[src/hdl/tmeb_pkg.sv]
// Shared types and constants of the timestamp merge event builder.
// No dependencies; imported by every module of the block.
package tmeb_pkg;

  localparam int NUM_BOARDS = 16;
  localparam int BRD_W      = 4;
  localparam int NB_W       = 5;
  localparam int MAX_HITS   = 64;
  localparam int ADDR_W     = $clog2(MAX_HITS);
  localparam int FILL_W     = $clog2(MAX_HITS + 1);
  localparam int CMDQ_DEPTH = 2;

  localparam logic [1:0] REG_WINDOW = 2'd0;
  localparam logic [1:0] REG_BOARDS = 2'd1;

  typedef struct packed {
    logic        action;
    logic [3:0]  board;
    logic [5:0]  channel;
    logic [15:0] energy;
    logic [47:0] hit_time;
    logic [15:0] low_flags;
    logic [15:0] high_flags;
  } in_t;

  typedef struct packed {
    logic [31:0] event_number;
    logic [5:0]  hit_index;
    logic [3:0]  out_board;
    logic [5:0]  out_channel;
    logic [15:0] out_energy;
    logic [47:0] out_time;
    logic [15:0] out_low_flags;
    logic [15:0] out_high_flags;
    logic        overflowed;
    logic        protocol_error;
    logic        last_of_event;
  } out_t;

  typedef struct packed {
    logic [3:0]  board;
    logic [5:0]  channel;
    logic [15:0] energy;
    logic [47:0] hit_time;
    logic [15:0] low_flags;
    logic [15:0] high_flags;
  } hit_t;

  typedef enum logic [1:0] {
    CMD_REJECT,
    CMD_ABSORB,
    CMD_FLUSH
  } cmd_kind_t;

  typedef struct packed {
    cmd_kind_t kind;
    hit_t      hit;
  } cmd_t;

endpackage

[src/hdl/tmeb_cmd_fifo.sv]
// Short command queue between the merge front end and the event back end.
// Depends on tmeb_pkg for the command type.
module tmeb_cmd_fifo import tmeb_pkg::*; (
  input  logic clk,
  input  logic rst_n,
  input  logic wr_en,
  input  cmd_t wr_data,
  output logic full,
  input  logic rd_en,
  output cmd_t rd_data,
  output logic empty
);

  localparam int PTR_W = $clog2(CMDQ_DEPTH);
  localparam int CNT_W = $clog2(CMDQ_DEPTH + 1);

  cmd_t             q_r [CMDQ_DEPTH];
  logic [PTR_W-1:0] wp_r;
  logic [PTR_W-1:0] rp_r;
  logic [CNT_W-1:0] cnt_r;
  logic             do_wr;
  logic             do_rd;

  assign full    = (cnt_r == CNT_W'(CMDQ_DEPTH));
  assign empty   = (cnt_r == '0);
  assign do_wr   = wr_en && !full;
  assign do_rd   = rd_en && !empty;
  assign rd_data = q_r[rp_r];

  always_ff @(posedge clk) begin
    if (do_wr) begin
      q_r[wp_r] <= wr_data;
    end
  end

  always_ff @(posedge clk) begin
    if (!rst_n) begin
      wp_r  <= '0;
      rp_r  <= '0;
      cnt_r <= '0;
    end else begin
      if (do_wr) begin
        wp_r <= (wp_r == PTR_W'(CMDQ_DEPTH - 1)) ? '0 : wp_r + 1'b1;
      end
      if (do_rd) begin
        rp_r <= (rp_r == PTR_W'(CMDQ_DEPTH - 1)) ? '0 : rp_r + 1'b1;
      end
      cnt_r <= cnt_r + CNT_W'(do_wr) - CNT_W'(do_rd);
    end
  end

endmodule

[config.mk]
export PLATFORM = sky130hd
export DESIGN_NAME = tmeb_cmd_fifo
export DESIGN_NICKNAME = d
export VERILOG_FILES = /design/src/hdl/tmeb_pkg.sv /design/src/hdl/tmeb_cmd_fifo.sv
export SDC_FILE = /design/constraint.sdc
export NUM_CORES = 1
export LEC_CHECK = 0
export BUFFER_PORTS_ARGS = -buffer_cell sky130_fd_sc_hd__buf_2
export CAP_MARGIN = 20
export CORE_ASPECT_RATIO = 2
export CORE_MARGIN = 2
export CORE_UTILIZATION = 47
export CTS_BUF_LIST = sky130_fd_sc_hd__clkbuf_4 sky130_fd_sc_hd__clkbuf_8 sky130_fd_sc_hd__clkbuf_16
export DETAILED_ROUTE_END_ITERATION = 10
export MAX_ROUTING_LAYER = met4
export PLACE_DENSITY = 0.77
export SLEW_MARGIN = 20
export SYNTH_ARGS = -nofsm -noshare
export SYNTH_HDL_FRONTEND = slang
export SYNTH_SLANG_ARGS = --single-unit
[constraint.sdc]
create_clock -name clk -period 5.2 [get_ports clk]
set_input_delay 0.52 -clock clk [delete_from_list [all_inputs] [get_ports clk]]
set_output_delay 0.52 -clock clk [all_outputs]
set_load 0.01 [all_outputs]
### Yosys cells after proc, flatten, opt, wreduce, memory -nomap -nowiden

Memory sizes are Yosys's and may differ from the RTL's. A register that Yosys moved wholly into a read port is not among the register bits.
Index checks and enable logic that the tools add are counted.

| storage, ports and cells | value |
|---|---|
| memories | 1 |
| logic and storage cells | 20 |
| bits of input ports | 112 |
| register bits after elaboration | 4 |
| memory bits (writable) | 216 |

| cells by class | value |
|---|---|
| reductions and logical operators | 5 |
| $add $sub $neg | 4 |
| multiplexer cells | 6 |
| eq/ne operators | 1 |

Memory list:

| name | words | width | rd ports | clocked after Yosys merged registers in | write ports | RTL line | RTL |
|---|---|---|---|---|---|---|---|
| q_r | 2 | 108 | 1 | 1 | 1 | tmeb_cmd_fifo.sv:17 | `cmd_t q_r [CMDQ_DEPTH];` |

Operators by type and width:

| kind | count |
|---|---|
| 2-to-1 mux 1 bit | 6 |
| adder 1 bit (second input constant) | 2 |
| adder 2 x 1 -> 2 bit | 1 |
| == test 2 bit (second input constant) | 1 |
| logical AND 1 bit | 2 |
| zero test 1 bit | 2 |
| zero test 2 bit | 1 |
| subtractor 2 x 1 -> 2 bit | 1 |

### Depth between registers and ports, before layout

| depth | value |
|---|---|
| word-level depth | 5 |
| depth in mapped cells | 8 |

### Least setup slack after synthesis

No wires, ideal clock.

| timing | value |
|---|---|
| path type | input -> register |
| start point | input wr_en |
| end point | memory q_r[0][0] (netlist bit) (enable) |
| slack | -483 ps |
| setup time | 576 ps |
| path buffers | 0 |
| arrival time | 5,107 ps |
| data required time | 4,624 ps |
| stages on the path | 2 |
| path through | nand2_1 nor2_1 |

| on the way | value |
|---|---|
| word-level cells in the longest chain between the ends | 3 |

Ends and longest elaborated chain:

| what | RTL line | RTL |
|---|---|---|
| start: declaration | tmeb_cmd_fifo.sv:6 | `input logic wr_en,` |
| logical AND 1 bit | tmeb_cmd_fifo.sv:26 | `assign do_wr = wr_en && !full;` |
| 2-to-1 mux 1 bit | tmeb_cmd_fifo.sv:31 | `if (do_wr) begin` |
| 2-to-1 mux 1 bit (implied by the code) | tmeb_cmd_fifo.sv:32 | `q_r[wp_r] <= wr_data;` |
| end: declaration | tmeb_cmd_fifo.sv:17 |  |

No other way between the ends.

==> metrics.csv <==
stage,metric,value,unit
detailed_routing,routed length per instance,19.0,um
die,Core ar.,0.0168,mm^2
timing,clock skew,0.0102,ns
cells_and_area,nets,711,
detailed_routing,Vias/cell,5.06,
timing,tightest hold margin,0.223,ns
cells_and_area,multi-input combinational cell area,0.00143,mm^2
cells_and_area,# fillers,1243,
die,Die Ht,190,um
critical_path,Crit Path Max Fanout,72,
critical_path,type of element capturing the critical path,primary output,
grt,met1 Usage GRT,16.4,%
detailed_routing,TritonRoute pass-1 iters,4,
grt,GRT busiest layer,met2,
critical_path,max incr delay on CP,1.04,ns
cells_and_area,post-route cell area,0.0101,mm^2
timing,unrepaired setup endpoints after global routing,false,
placed_design,dpl ws,2.47,ns
hold_path,Worst Hold Class,in -> reg,
synth,Mapped Nets,477,
critical_path,CP startpoint kind,flip-flop,
timing,period utilization,61.1,%
cts,clock sink count,221,
grt,initial antenna violation count,7,
cts,CTS tree,yes,
placed_design,GPL Wtd Cong,0.801,
pwr,pwr dens,516,mW/mm^2
status,status,"complete, no violations",
placed_design,HPWL after DPL,10800,um
cts,Worst-path clk slew,0.07,ns
die,chip width,96.8,um
grt,first-pass GRT wire length,23700,um
grt,GRT Util Overall,17.1,%
timing,final hold vios,0,
grt,grt ovf,0,
critical_path,crit path cell chain,buf_4 > mux2_2 > buf_2,
cts,Inserted Clock Buffers,19,
cts,Max Root-Sink Buffers,3,
die,I/O pin cnt,222,
cts,post-cts sizing count,0,
cts,"Clk Latency, worst-skew pair",0.48,ns
pwr,maximum VDD drop,0.380,mV
synth,synthesized cell area,0.00810,mm^2
cts,CTS H-tree depth,1,
synth,post-synth cell types,18,
timing,Tightest Pin Transition,1.04,ns
grt,grt met3 use,4.04,%
timing,final setup TNS,0,ns
cts,Post-CTS Setup Inserts,0,
synth,Syn Area/Cell,22.3,um^2
cts,CTS Root Cell,clkbuf_16,
detailed_routing,Final ANT Viol Nets,0,
timing,Final Max Slew Viols,0,
die,Total Die Area,0.0184,mm^2
detailed_routing,routed via count,4166,
cells_and_area,share of layout cells above drive strength 1,60.3,%
die,initial cell density of the core,48.1,%
synth,"Seq/Total Area, Yosys",81.3,%
detailed_routing,drt total wl,15700,um
synth,Seq cells post-synth,221,
timing,# setup viols final,0,
synth,yosys warns,0,
cells_and_area,synth-to-layout area growth,25.1,%
placed_design,Buffers on Ports,221,
pwr,Lkg Pwr,3.84,nW
synth,Gate Count Post-Synth,363,
pwr,Pwr Total,5.22,mW
critical_path,WS Path Type,reg -> out,
placed_design,placed cell area,0.00942,mm^2
critical_path,Crit path required time,4.68,ns
cells_and_area,Sequential Area,0.00659,mm^2
timing,Final min period,3.18,ns
critical_path,CP arrival,2.66,ns
timing,final worst slack,2.02,ns
critical_path,CP max-delay cell,dfxtp_4,
grt,vias in the first global route,4620,
grt,largest net degree at the start of global routing,73,
timing,Worst slew margin,30.5,%
detailed_routing,initial DRC count,205,
flow_run,max-cap viol count,0,
timing,f_max,315,MHz
cts,CTS Hold Buffers Added,0,
die,Row Count,67,
grt,GR met2 Demand/Resource,31.3,%
detailed_routing,# DRC,0,
[layer usage]
layer	up-vias	wire (um)	part of all wire, %
li1	1909	-	-
met1	2036	4990	32
met2	167	8970	57
met3	54	980	6.3
met4	0	715	4.6
met5	-	0	0
[worst max-delay path, delay by kind of cell (launching register included)]
family	cells	cell delay (ns)
buffers and inverters	2	0.72
flip-flops	1	1.04
multiplexers	1	0.40
[state kept, by name (all words and copies together), names as in the netlist, named ones only]
signal and cells:
cnt_r 2, q_r 216, rp_r 1, wp_r 1
[layout by cell type, fill, tap and decap left out]
cell       count
bufinv_16      5
edfxtp_1     216
nor3_1         1
mux2_4        20
diode_2        8
buf_4          4
nand2b_1       2
inv_8          1
dfxtp_1        4
clkinv_2       2
dfxtp_4        1
o21a_1         1
nand2_1        2
nor2_1         4
and2_1         2
clkinv_1       2
nor2_4         1
clkbuf_4       4
buf_2        221
clkbuf_16     19
xor2_1         1
ha_1           2
and3_4         1
mux2i_1        1
mux2_2        88
inv_1          3
xnor2_1        1
[cells in the mapped netlist (all sizes together)]
cell | instances | area share (%)
and2 | 2 | 0.15
nand2b | 2 | 0.15
mux2i | 1 | 0.12
nor3 | 1 | 0.062
buf | 12 | 1.1
dfxtp | 5 | 1.2
xnor2 | 1 | 0.11
xor2 | 1 | 0.11
mux2 | 108 | 16
ha | 2 | 0.31
o21a | 1 | 0.093
inv | 3 | 0.14
nor2 | 5 | 0.23
and3 | 1 | 0.077
nand2 | 2 | 0.093
edfxtp | 216 | 80
[where the power goes]
part,internal [mW],switching (mW),total [mW]
logic,0.614,0.614,1.23
clock network,0.945,0.588,1.53
registers,2.30,0.162,2.46
total,3.86,1.36,5.22
[kinds of logic (layout without fill, tap and decap cells)]
| logic type | count (synthesis) | in the layout | synth area share, % |
|---|---|---|---|
| DFF | 221 | 221 | 81.3 |
| buffers and inverters | 15 | 261 | 1.19 |
| xor gates and xnor gates | 2 | 2 | 0.216 |
| other | 0 | 8 | 0 |
| AOI/OAI and AO/OA | 1 | 1 | 0.0928 |
| muxes | 109 | 109 | 16.1 |
| adders and majority gates | 2 | 2 | 0.309 |
| and+or+nand+nor | 13 | 13 | 0.773 |
[through the flow]
stage / std cells / util (%)
2_1_floorplan: 363 / -
3_3_place_gp: 783 / 55.9
3_5_place_dp: 783 / 55.9
4_1_cts: 816 / 60.0
5_1_grt: 823 / 60.1
6_report: 824 / 60.1
[final timing paths]
check | from | to | slack, ns | depth (start not counted)
max | flip-flop | rd_data[46] | 2.02 | 3
min | wr_data[64] | q_r[1][64] | 0.22 | 1
max reg2reg | cnt_r[0] | q_r[0][72] | 2.78 | 4
min reg2reg | rp_r | flip-flop | 0.53 | 2
[cell type report]
cell class                 count  share of cell area, %
sequential                   221                   65.1
timing repair buffer         225                   11.2
multi-input combinational    127                   14.1
tap                          207                   2.56
antenna                        8                  0.198
inverter                       3                  0.111
clock buffer                  23                   4.99
clock inverter                10                   1.77
Power figures use the tool's default switching activity.
