### src/hdl/tmeb_pkg.sv
// Shared types and constants of the timestamp merge event builder.
// No dependencies; imported by every module of the block.
package tmeb_pkg;

  localparam int NUM_BOARDS = 16;
  localparam int BRD_W      = 4;
  localparam int NB_W       = 5;
  localparam int MAX_HITS   = 64;
  localparam int ADDR_W     = $clog2(MAX_HITS);
  localparam int FILL_W     = $clog2(MAX_HITS + 1);
  localparam int CMDQ_DEPTH = 2;

  localparam logic [1:0] REG_WINDOW = 2'd0;
  localparam logic [1:0] REG_BOARDS = 2'd1;

  typedef struct packed {
    logic        action;
    logic [3:0]  board;
    logic [5:0]  channel;
    logic [15:0] energy;
    logic [47:0] hit_time;
    logic [15:0] low_flags;
    logic [15:0] high_flags;
  } in_t;

  typedef struct packed {
    logic [31:0] event_number;
    logic [5:0]  hit_index;
    logic [3:0]  out_board;
    logic [5:0]  out_channel;
    logic [15:0] out_energy;
    logic [47:0] out_time;
    logic [15:0] out_low_flags;
    logic [15:0] out_high_flags;
    logic        overflowed;
    logic        protocol_error;
    logic        last_of_event;
  } out_t;

  typedef struct packed {
    logic [3:0]  board;
    logic [5:0]  channel;
    logic [15:0] energy;
    logic [47:0] hit_time;
    logic [15:0] low_flags;
    logic [15:0] high_flags;
  } hit_t;

  typedef enum logic [1:0] {
    CMD_REJECT,
    CMD_ABSORB,
    CMD_FLUSH
  } cmd_kind_t;

  typedef struct packed {
    cmd_kind_t kind;
    hit_t      hit;
  } cmd_t;

endpackage

### src/hdl/tmeb_front.sv
// Front end: head slots per board, item checks and the earliest-head scan.
// Depends on tmeb_pkg; feeds merge commands to the command queue.
module tmeb_front import tmeb_pkg::*; (
  input  logic            clk,
  input  logic            rst_n,
  input  logic            push,
  output logic            full,
  input  in_t             in_data,
  input  logic [NB_W-1:0] boards_in_use,
  input  logic            cmd_full,
  output logic            cmd_push,
  output cmd_t            cmd_data
);

  typedef enum logic [1:0] {F_IDLE, F_SCAN, F_LAST, F_DECIDE} fstate_t;

  fstate_t                state_r;
  logic [NUM_BOARDS-1:0]  hv_r;
  logic [NUM_BOARDS-1:0]  ret_r;
  hit_t                   head_mem [NUM_BOARDS];
  hit_t                   rd_hit_r;
  logic [BRD_W-1:0]       rd_i_r;
  logic                   rd_v_r;
  logic [BRD_W-1:0]       idx_r;
  logic                   waiting_r;
  logic                   found_r;
  logic [BRD_W-1:0]       best_r;
  hit_t                   best_hit_r;

  logic [NB_W-1:0]        nb;
  logic [NUM_BOARDS-1:0]  live_mask;
  logic                   accept;
  logic                   reject;
  logic                   all_ret;
  logic                   take;
  hit_t                   new_hit;

  assign nb = (boards_in_use > NB_W'(NUM_BOARDS)) ? NB_W'(NUM_BOARDS) : boards_in_use;

  always_comb begin
    for (int i = 0; i < NUM_BOARDS; i++) begin
      live_mask[i] = (NB_W'(i) < nb);
    end
  end

  assign full    = !(state_r == F_IDLE && !cmd_full);
  assign accept  = push && !full;
  assign reject  = ({1'b0, in_data.board} >= nb) || ret_r[in_data.board] ||
                   hv_r[in_data.board];
  assign all_ret = &(ret_r | ~live_mask);
  assign take    = !waiting_r && found_r;

  always_comb begin
    new_hit.board      = in_data.board;
    new_hit.channel    = in_data.channel;
    new_hit.energy     = in_data.energy;
    new_hit.hit_time   = in_data.hit_time;
    new_hit.low_flags  = in_data.low_flags;
    new_hit.high_flags = in_data.high_flags;
  end

  always_comb begin
    cmd_push      = 1'b0;
    cmd_data.kind = CMD_REJECT;
    cmd_data.hit  = '0;
    if (state_r == F_IDLE && accept && reject) begin
      cmd_push           = 1'b1;
      cmd_data.hit.board = in_data.board;
    end else if (state_r == F_DECIDE && !cmd_full) begin
      if (take) begin
        cmd_push           = 1'b1;
        cmd_data.kind      = CMD_ABSORB;
        cmd_data.hit       = best_hit_r;
        cmd_data.hit.board = best_r;
      end else if (all_ret) begin
        cmd_push      = 1'b1;
        cmd_data.kind = CMD_FLUSH;
      end
    end
  end

  // head slot storage
  always_ff @(posedge clk) begin
    if (accept && !reject && !in_data.action) begin
      head_mem[in_data.board] <= new_hit;
    end
    rd_hit_r <= head_mem[idx_r];
  end

  always_ff @(posedge clk) begin
    if (!rst_n) begin
      state_r <= F_IDLE;
      hv_r    <= '0;
      ret_r   <= '0;
      rd_v_r  <= 1'b0;
    end else begin
      rd_v_r <= (state_r == F_SCAN);
      rd_i_r <= idx_r;
      // compare the head read in the previous cycle
      if (rd_v_r) begin
        if (!ret_r[rd_i_r] && !hv_r[rd_i_r]) begin
          waiting_r <= 1'b1;
        end
        if (hv_r[rd_i_r] && (!found_r || rd_hit_r.hit_time <= best_hit_r.hit_time)) begin
          found_r    <= 1'b1;
          best_r     <= rd_i_r;
          best_hit_r <= rd_hit_r;
        end
      end
      unique case (state_r)
        F_IDLE: begin
          if (accept && !reject) begin
            if (!in_data.action) begin
              hv_r[in_data.board] <= 1'b1;
            end else begin
              ret_r[in_data.board] <= 1'b1;
            end
            waiting_r <= 1'b0;
            found_r   <= 1'b0;
            idx_r     <= '0;
            state_r   <= F_SCAN;
          end
        end
        F_SCAN: begin
          if ({1'b0, idx_r} == nb - 1'b1) begin
            state_r <= F_LAST;
          end else begin
            idx_r <= idx_r + 1'b1;
          end
        end
        F_LAST: begin
          state_r <= F_DECIDE;
        end
        F_DECIDE: begin
          if (!cmd_full) begin
            if (take) begin
              hv_r[best_r] <= 1'b0;
            end
            state_r <= F_IDLE;
          end
        end
        default: state_r <= F_IDLE;
      endcase
    end
  end

endmodule

### config.mk
export PLATFORM = sky130hd
export DESIGN_NAME = tmeb_front
export DESIGN_NICKNAME = d
export VERILOG_FILES = /design/src/hdl/tmeb_pkg.sv /design/src/hdl/tmeb_front.sv
export SDC_FILE = /design/constraint.sdc
export NUM_CORES = 2
export LEC_CHECK = 0
export ABC_AREA = 1
export BUFFER_PORTS_ARGS = -buffer_cell sky130_fd_sc_hd__buf_4
export CORE_ASPECT_RATIO = 1.5
export CORE_UTILIZATION = 50
export CTS_BUF_LIST = sky130_fd_sc_hd__clkbuf_2
export CTS_CLUSTER_SIZE = 8
export DETAILED_ROUTE_END_ITERATION = 16
export MAX_ROUTING_LAYER = met4
export PLACE_DENSITY = 0.66
export SLEW_MARGIN = 20
export SYNTH_ARGS = -nofsm -noshare
export SYNTH_HDL_FRONTEND = slang
export SYNTH_SLANG_ARGS = --single-unit
### constraint.sdc
create_clock -name clk -period 13.2 [get_ports clk]
set_input_delay 0 -clock clk [delete_from_list [all_inputs] [get_ports clk]]
set_output_delay 0 -clock clk [all_outputs]
set_load 0.02 [all_outputs]
## Word level (Yosys, flattened, before mapping)

Memory sizes are Yosys's and may differ from the RTL's. A register that Yosys moved wholly into a read port is not among the register bits.
Index checks and enable logic that the tools add are counted.

| storage, ports and cells | value |
|---|---|
| logic and storage cells | 135 |
| bits in read-only memories | 0 |
| memories | 1 |
| bits in latches | 0 |
| bits of input ports | 116 |
| RAM bits | 1696 |
| output and inout bits | 110 |
| register bits after elaboration | 151 |

| operators by class | value |
|---|---|
| bitwise operators | 6 |
| equality and inequality tests | 10 |
| multiply operators | 0 |
| div/mod/pow operators | 0 |
| shifts and indexed selects | 0 |
| add/sub/neg operators | 2 |
| multiplexer cells | 46 |
| reduce and logical (&&, ||, !) cells | 32 |
| magnitude comparators | 24 |

Memories:

| name | depth | width | rd ports | clocked after memory_dff | write ports | RTL line | source |
|---|---|---|---|---|---|---|---|
| head_mem | 16 | 106 | 1 | 1 | 1 | tmeb_front.sv:20 | `hit_t head_mem [NUM_BOARDS];` |

Operators with widths:

| operator | count |
|---|---|
| 108-bit two-way mux | 1 |
| 106-bit two-way mux | 1 |
| 102-bit two-way mux | 1 |
| 16-bit two-way mux | 4 |
| 48-bit <= comparator | 1 |
| 16-bit OR | 3 |
| 4-bit by 5-bit < comparator with 1-bit output (first input constant) | 8 |
| 16-bit NOT | 2 |
| 16-bit one-hot mux with 2 select lines | 1 |
| 3-bit by 5-bit < comparator with 1-bit output (first input constant) | 4 |
| 1-bit two-way mux | 20 |
| 16-bit AND | 1 |
| 1-bit binary-select mux with 4-bit select | 4 |
| 16-bit AND reduction | 1 |
| 4-bit by 5-bit < comparator with 1-bit output (second input constant) | 3 |
| 1-bit logical AND | 12 |
| 2-bit two-way mux | 6 |
| 4-bit two-way mux | 3 |
| 1-bit by 5-bit < comparator with 1-bit output (first input constant) | 2 |
| 2-bit by 5-bit < comparator with 1-bit output (first input constant) | 2 |
| 3-bit AND reduction | 3 |
| 1-bit demux with 4-bit select | 2 |
| 4-bit by 1-bit greater-or-equal comparator with 1-bit output (second input constant) | 2 |
| 1-bit zero test | 8 |
| 17 further kinds | 25 |

## Longest topological paths before layout

| logic depth | value |
|---|---|
| word-level depth | 10 |
| depth in mapped cells | 16 |
| mapped depth without buffers | 15 |

## Worst setup path after synthesis

No wires, ideal clock.

| timing | value |
|---|---|
| path type | input to register |
| start | in boards_in_use[1] |
| end | mem head_mem[0][0] (netlist name), enable pin |
| arrival time | 8.600 ns |
| slack | 3.913 ns |
| stages on the path | 14 |
| buffers on the path | 1 |
| setup time | 0.688 ns |
| data required time | 12.512 ns |
| cells stage by stage | nor2_1 > nand2_1 > nand2_1 > nand2_1 > ha_1 > nand2_1 > inv_1 > o21ai_0 > nand2_1 > nor3_1 > nand4_1 > or2_1 > buf_2 > nor3_1 |

| between the ends | value |
|---|---|
| cells in the longest elaborated chain, start to end | 10 |

Ends and longest elaborated chain:

| item | RTL line | source |
|---|---|---|
| start: declaration | tmeb_front.sv:9 | `input logic [NB_W-1:0] boards_in_use,` |
| 5-bit > comparator | tmeb_front.sv:38 | `assign nb = (boards_in_use > NB_W'(NUM_BOARDS)) ? NB_W'(NUM_BOARDS) : boards_in_use;` |
| 5-bit two-way mux * | tmeb_front.sv:38 |  |
| 4-bit by 5-bit greater-or-equal comparator with 1-bit output * | tmeb_front.sv:48 | `assign reject = ({1'b0, in_data.board} >= nb) \|\| ret_r[in_data.board] \|\|` |
| 1-bit logical OR * (2 in a row) | tmeb_front.sv:48 |  |
| 1-bit zero test * | tmeb_front.sv:84 | `if (accept && !reject && !in_data.action) begin` |
| 1-bit logical AND * (2 in a row) | tmeb_front.sv:84 |  |
| 1-bit two-way mux * | tmeb_front.sv:84 |  |
| 1-bit two-way mux (not written as such) * | tmeb_front.sv:85 | `head_mem[in_data.board] <= new_hit;` |
| end: declaration | tmeb_front.sv:20 |  |

Every way passes the cells marked *; elsewhere a longest branch is shown, timed or not.

==> flow_summary.html <==
<table>
<tr><th>Metric</th><th>Value</th></tr>
<tr><th colspan="2">Clocking</th></tr>
<tr><td>CTS-repair resized insts</td><td>0</td></tr>
<tr><td>Number of sinks on the clock net</td><td>1885</td></tr>
<tr><td>Number of buffers inserted during clock tree synthesis</td><td>425</td></tr>
<tr><td>Worst-case clock buffer depth</td><td>4</td></tr>
<tr><td>Reg clk slew, reported paths</td><td>130 ps</td></tr>
<tr><td>Clock root buffer master</td><td>clkbuf_2</td></tr>
<tr><td>H-tree depth</td><td>5</td></tr>
<tr><td>Worst skew pair latency</td><td>~1900 ps</td></tr>
<tr><td>TritonCTS clock tree</td><td>built</td></tr>
<tr><th colspan="2">Die</th></tr>
<tr><td>Area of the die</td><td>147000 um^2</td></tr>
<tr><td>Initial core utilization</td><td>0.503</td></tr>
<tr><td>Number of placement rows</td><td>171</td></tr>
<tr><td>Boundary Pins</td><td>226</td></tr>
<tr><td>Horiz. Die Dim</td><td>314 um</td></tr>
<tr><td>Die outline height</td><td>469 um</td></tr>
<tr><td>Standard cell core area</td><td>145000 um^2</td></tr>
<tr><th colspan="2">STA</th></tr>
<tr><td>Period Utilization, post-route</td><td>0.431</td></tr>
<tr><td>Final critical path time including I/O delays and setup</td><td>5690 ps</td></tr>
<tr><td>Worst setup margin</td><td>7510 ps</td></tr>
<tr><td>Transition time of the tightest slew-check pin</td><td>1210 ps</td></tr>
<tr><td>Setup TNS</td><td>0 ps</td></tr>
<tr><td>Clock Skews</td><td>around 250 ps</td></tr>
<tr><td>Final hold viol count</td><td>0</td></tr>
<tr><td>Count of final setup violators</td><td>0</td></tr>
<tr><td>Top achievable clock speed</td><td>between 150 and 200 MHz</td></tr>
<tr><td>Final Slew Violations</td><td>0</td></tr>
<tr><td>Worst rel slew slack</td><td>0.196</td></tr>
<tr><td>Setup repair after global routing missed its margin</td><td>no</td></tr>
<tr><th colspan="2">Synth</th></tr>
<tr><td>Post-synth net total</td><td>5719</td></tr>
<tr><td>Synth top area cells</td><td>edfxtp_1 (72%), nand2_1 (4.4%), o21ai_0 (4.1%)</td></tr>
<tr><td>Number of flip-flops and latches in the synthesized netlist</td><td>roughly 1900</td></tr>
<tr><td>Most frequently used cell type in the post-synthesis netlist</td><td>edfxtp_1</td></tr>
<tr><td>Number of warnings issued by yosys</td><td>0</td></tr>
<tr><td>Number of synthesized flops with an enable pin</td><td>1748</td></tr>
<tr><td>Synthesized netlist cell count</td><td>approximately 5500</td></tr>
<tr><td>Post-synth top area share</td><td>0.721</td></tr>
<tr><td>Sequential fraction of the synthesis area</td><td>0.759</td></tr>
<tr><td>Most used DFF post-synth</td><td>edfxtp_1</td></tr>
<tr><td>Async set-reset flop share out of synthesis</td><td>0</td></tr>
<tr><td>Top cells by count, synth</td><td>edfxtp_1 (1748), nand2_1 (862), o21ai_0 (597)</td></tr>
<tr><td>Yosys top cell by area</td><td>edfxtp_1</td></tr>
<tr><td>Syn Area/Cell</td><td>13.1 um^2</td></tr>
<tr><td>Unique masters post-synth</td><td>39</td></tr>
<tr><td>Mapped cell area</td><td>~73000 um^2</td></tr>
<tr><th colspan="2">Placed design</th></tr>
<tr><td>Placed Cells incl. Taps</td><td>7392</td></tr>
<tr><td>Pre-CTS setup slack</td><td>7900 ps</td></tr>
<tr><td>RD Place Congestion</td><td>0.910</td></tr>
<tr><td>Detail Placement HPWL</td><td>97900 um</td></tr>
<tr><td>Input/output buffers</td><td>225</td></tr>
<tr><td>Total cell area at the placement stage</td><td>76300 um^2</td></tr>
<tr><th colspan="2">GRT</th></tr>
<tr><td>Initial antenna violation count</td><td>5</td></tr>
<tr><td>Met2 usage</td><td>0.445</td></tr>
<tr><td>GR peak layer</td><td>met2</td></tr>
<tr><td>First-pass GRT wire length</td><td>290000 um</td></tr>
<tr><td>Total gr overflow</td><td>0</td></tr>
<tr><td>Total GRT Usage</td><td>0.269</td></tr>
<tr><td>Met3 global-route usage</td><td>0.0457</td></tr>
<tr><td>Via count of the first global-routing pass</td><td>49256</td></tr>
<tr><td>Largest net degree at the start of global routing</td><td>231</td></tr>
<tr><td>Global-route track usage on met1</td><td>0.327</td></tr>
<tr><th colspan="2">Drt</th></tr>
<tr><td>Antenna Violating Nets Remaining</td><td>0</td></tr>
<tr><td>DRC Markers</td><td>8</td></tr>
<tr><td>Routed WL per cell</td><td>approximately 23 um</td></tr>
<tr><td>Iter 0 DRT Violations</td><td>4673</td></tr>
<tr><td>Final routed wirelength across all metal layers</td><td>194000 um</td></tr>
<tr><td>Via count</td><td>~50000</td></tr>
<tr><td>Average via count per standard cell</td><td>5.75</td></tr>
<tr><td>TritonRoute pass-1 iters</td><td>12</td></tr>
<tr><th colspan="2">Power</th></tr>
<tr><td>Power per Cell Area</td><td>about 160 nW/um^2</td></tr>
<tr><td>Final Total Pwr</td><td>0.0131 W</td></tr>
<tr><td>Leakage dissipation</td><td>29.8 nW</td></tr>
<tr><td>Max IR drop VDD</td><td>0.117 mV</td></tr>
<tr><th colspan="2">Hold path</th></tr>
<tr><td>Worst Hold Path Cells</td><td>11</td></tr>
<tr><td>Path category of the worst min-delay check</td><td>in -&gt; reg</td></tr>
<tr><td>Hold Path End</td><td>ret_r[13]$_SDFFE_PN0P_</td></tr>
<tr><td>Worst Hold Launch</td><td>boards_in_use[1]</td></tr>
<tr><th colspan="2">Setup path</th></tr>
<tr><td>Worst Reg-to-Reg Cells</td><td>11</td></tr>
<tr><td>CP peak stage delay</td><td>650 ps</td></tr>
<tr><td>Critical setup path kind</td><td>reg -&gt; out</td></tr>
<tr><td>Cell count along the critical path</td><td>7</td></tr>
<tr><td>CP bufs+invs</td><td>3</td></tr>
<tr><td>Endpoint kind of the worst setup timing path</td><td>output pin</td></tr>
<tr><td>Worst path arrival time</td><td>5690 ps</td></tr>
<tr><td>Critical path, cell by cell</td><td>ha_1 -&gt; inv_1 -&gt; nor2_1 -&gt; nand3_4 -&gt; buf_4 -&gt; nor2_1 -&gt; buf_4</td></tr>
<tr><td>Critical-path maximum fanout</td><td>63</td></tr>
<tr><td>Reg-to-Reg End</td><td>head_mem[15][5]$_DFFE_PP_</td></tr>
<tr><td>Worst setup slack for register-to-register paths</td><td>7810 ps</td></tr>
<tr><td>Kind of launch point of the worst setup path</td><td>flip-flop</td></tr>
<tr><td>Required time at the worst-slack endpoint</td><td>13200 ps</td></tr>
<tr><td>Crit-path slowest cell</td><td>ha_1</td></tr>
<tr><td>Delay-heaviest family, CP</td><td>buffers and inverters</td></tr>
<tr><td>Worst flop-to-flop path startpoint</td><td>state_r[0]$_SDFFE_PN0P_</td></tr>
<tr><th colspan="2">Layout</th></tr>
<tr><td>Post-Layout Cell Count</td><td>roughly 8500</td></tr>
<tr><td>Number of fillers in the final layout</td><td>11811</td></tr>
<tr><td>Ratio of cells with drive above 1 in the final layout</td><td>0.153</td></tr>
<tr><td>Area used by multi-input combinational logic</td><td>15600 um^2</td></tr>
<tr><td>Layout Cell Area excl Fill</td><td>83800 um^2</td></tr>
<tr><td>Growth of design area from synthesis to finish</td><td>15.1%</td></tr>
<tr><td>Footprint of the flip-flops and latches</td><td>55200 um^2</td></tr>
<tr><td>Final nets</td><td>6447</td></tr>
<tr><th colspan="2">Job</th></tr>
<tr><td>Max-capacitance violation count</td><td>0</td></tr>
<tr><th colspan="2">Outcome</th></tr>
<tr><td>Violations in the final reports</td><td>DRC</td></tr>
<tr><td>Run status</td><td>complete, but fails checks</td></tr>
</table>
==> per-layer routing <==
layer,vias up,part of all wire
li1,22192,-
met1,24234,0.39
met2,2100,0.51
met3,426,0.067
met4,0,0.034
met5,-,0
==> cell type report <==
cell class / instances / share of cell area
Sequential cell: 1885 / 0.659
Antenna cell: 10 / 0.000299
Tap cell: 1903 / 0.0284
Clock inverter: 113 / 0.00775
Inverter: 191 / 0.00886
Timing Repair Buffer: 651 / 0.0710
Multi-Input combinational cell: 3118 / 0.186
Clock buffer: 644 / 0.0385
==> registers in the layout (all words and copies together) (netlist names), 2 cells and up <==
name	flops
rd_i_r	4
ret_r	16
best_r	4
best_hit_r	102
state_r	2
hv_r	16
rd_hit_r	102
head_mem	1632
idx_r	4
==> worst max-delay path by stage <==
stage,from,end
CTS,state_r[0]$_SDFFE_PN0P_,cmd_data[45]
global route,state_r[0]$_SDFFE_PN0P_,cmd_data[45]
floorplan,boards_in_use[1],head_mem[0][0]$_DFFE_PP_
global placement,boards_in_use[1],head_mem[15][8]$_DFFE_PP_
detailed placement,boards_in_use[1],head_mem[15][5]$_DFFE_PP_
finish,state_r[0]$_SDFFE_PN0P_,cmd_data[45]
==> worst reg2reg max path: stages (launching register included) <==
cell and delay (ps):
dfxtp_1 360, inv_1 90, ha_1 420, nand3_1 150, inv_1 110, nand4_1 90
dlygate4sd3_1 630, or2_1 230, buf_4 240, nor3_4 790, buf_4 910, buf_4 790
==> per-stage QoR <==
step,utilization,hold slack [ps]
finish,0.579,285
global route,0.579,179
CTS,0.579,71.2
detailed placement,0.528,298
global placement,0.527,296
floorplan,-,97.6
==> power by group <==
part	switching [W]	leakage, nW	internal [W]
Sequential	0.000130	16.9	0.00676
Clock	0.00221	2.97	0.00143
Combinational	0.00185	9.93	0.000758
==> layout by cell type, fill, tap and decap left out, types with 10 or more instances in the layout <==
master and instances:
a21oi_1 314, nor3_4 10, dlygate4sd3_1 355, clkinv_1 85
nand4_1 93, ha_1 59, buf_4 282, o22ai_1 126
nand3_1 238, nor2_1 566, a221oi_1 120, buf_12 12
o21ai_0 597, nor2_2 10, nand2_1 861, edfxtp_1 1748
diode_2 10, o221ai_1 84, clkinv_2 15, inv_1 179
clkbuf_2 644, dfxtp_1 137
==> kinds of logic after synthesis <==
logic type               count (synthesis)  synth area share
XOR/XNOR                                 2          0.000241
flip-flops                            1885             0.759
multiplexers                             2          0.000275
AO/OA/AOI/OAI                         1259             0.100
AND/OR/NAND/NOR                       1796             0.102
buffers and inverters                  541            0.0290
adder cells (fa/ha/maj)                 59            0.0101
==> repair_timing <==
item,4_1_cts,5_1_grt
hold endpoints to repair,3196,0
hold buffers,355,0
buffers inserted,0,0
Note: power is estimated with default switching activity, not from simulation.
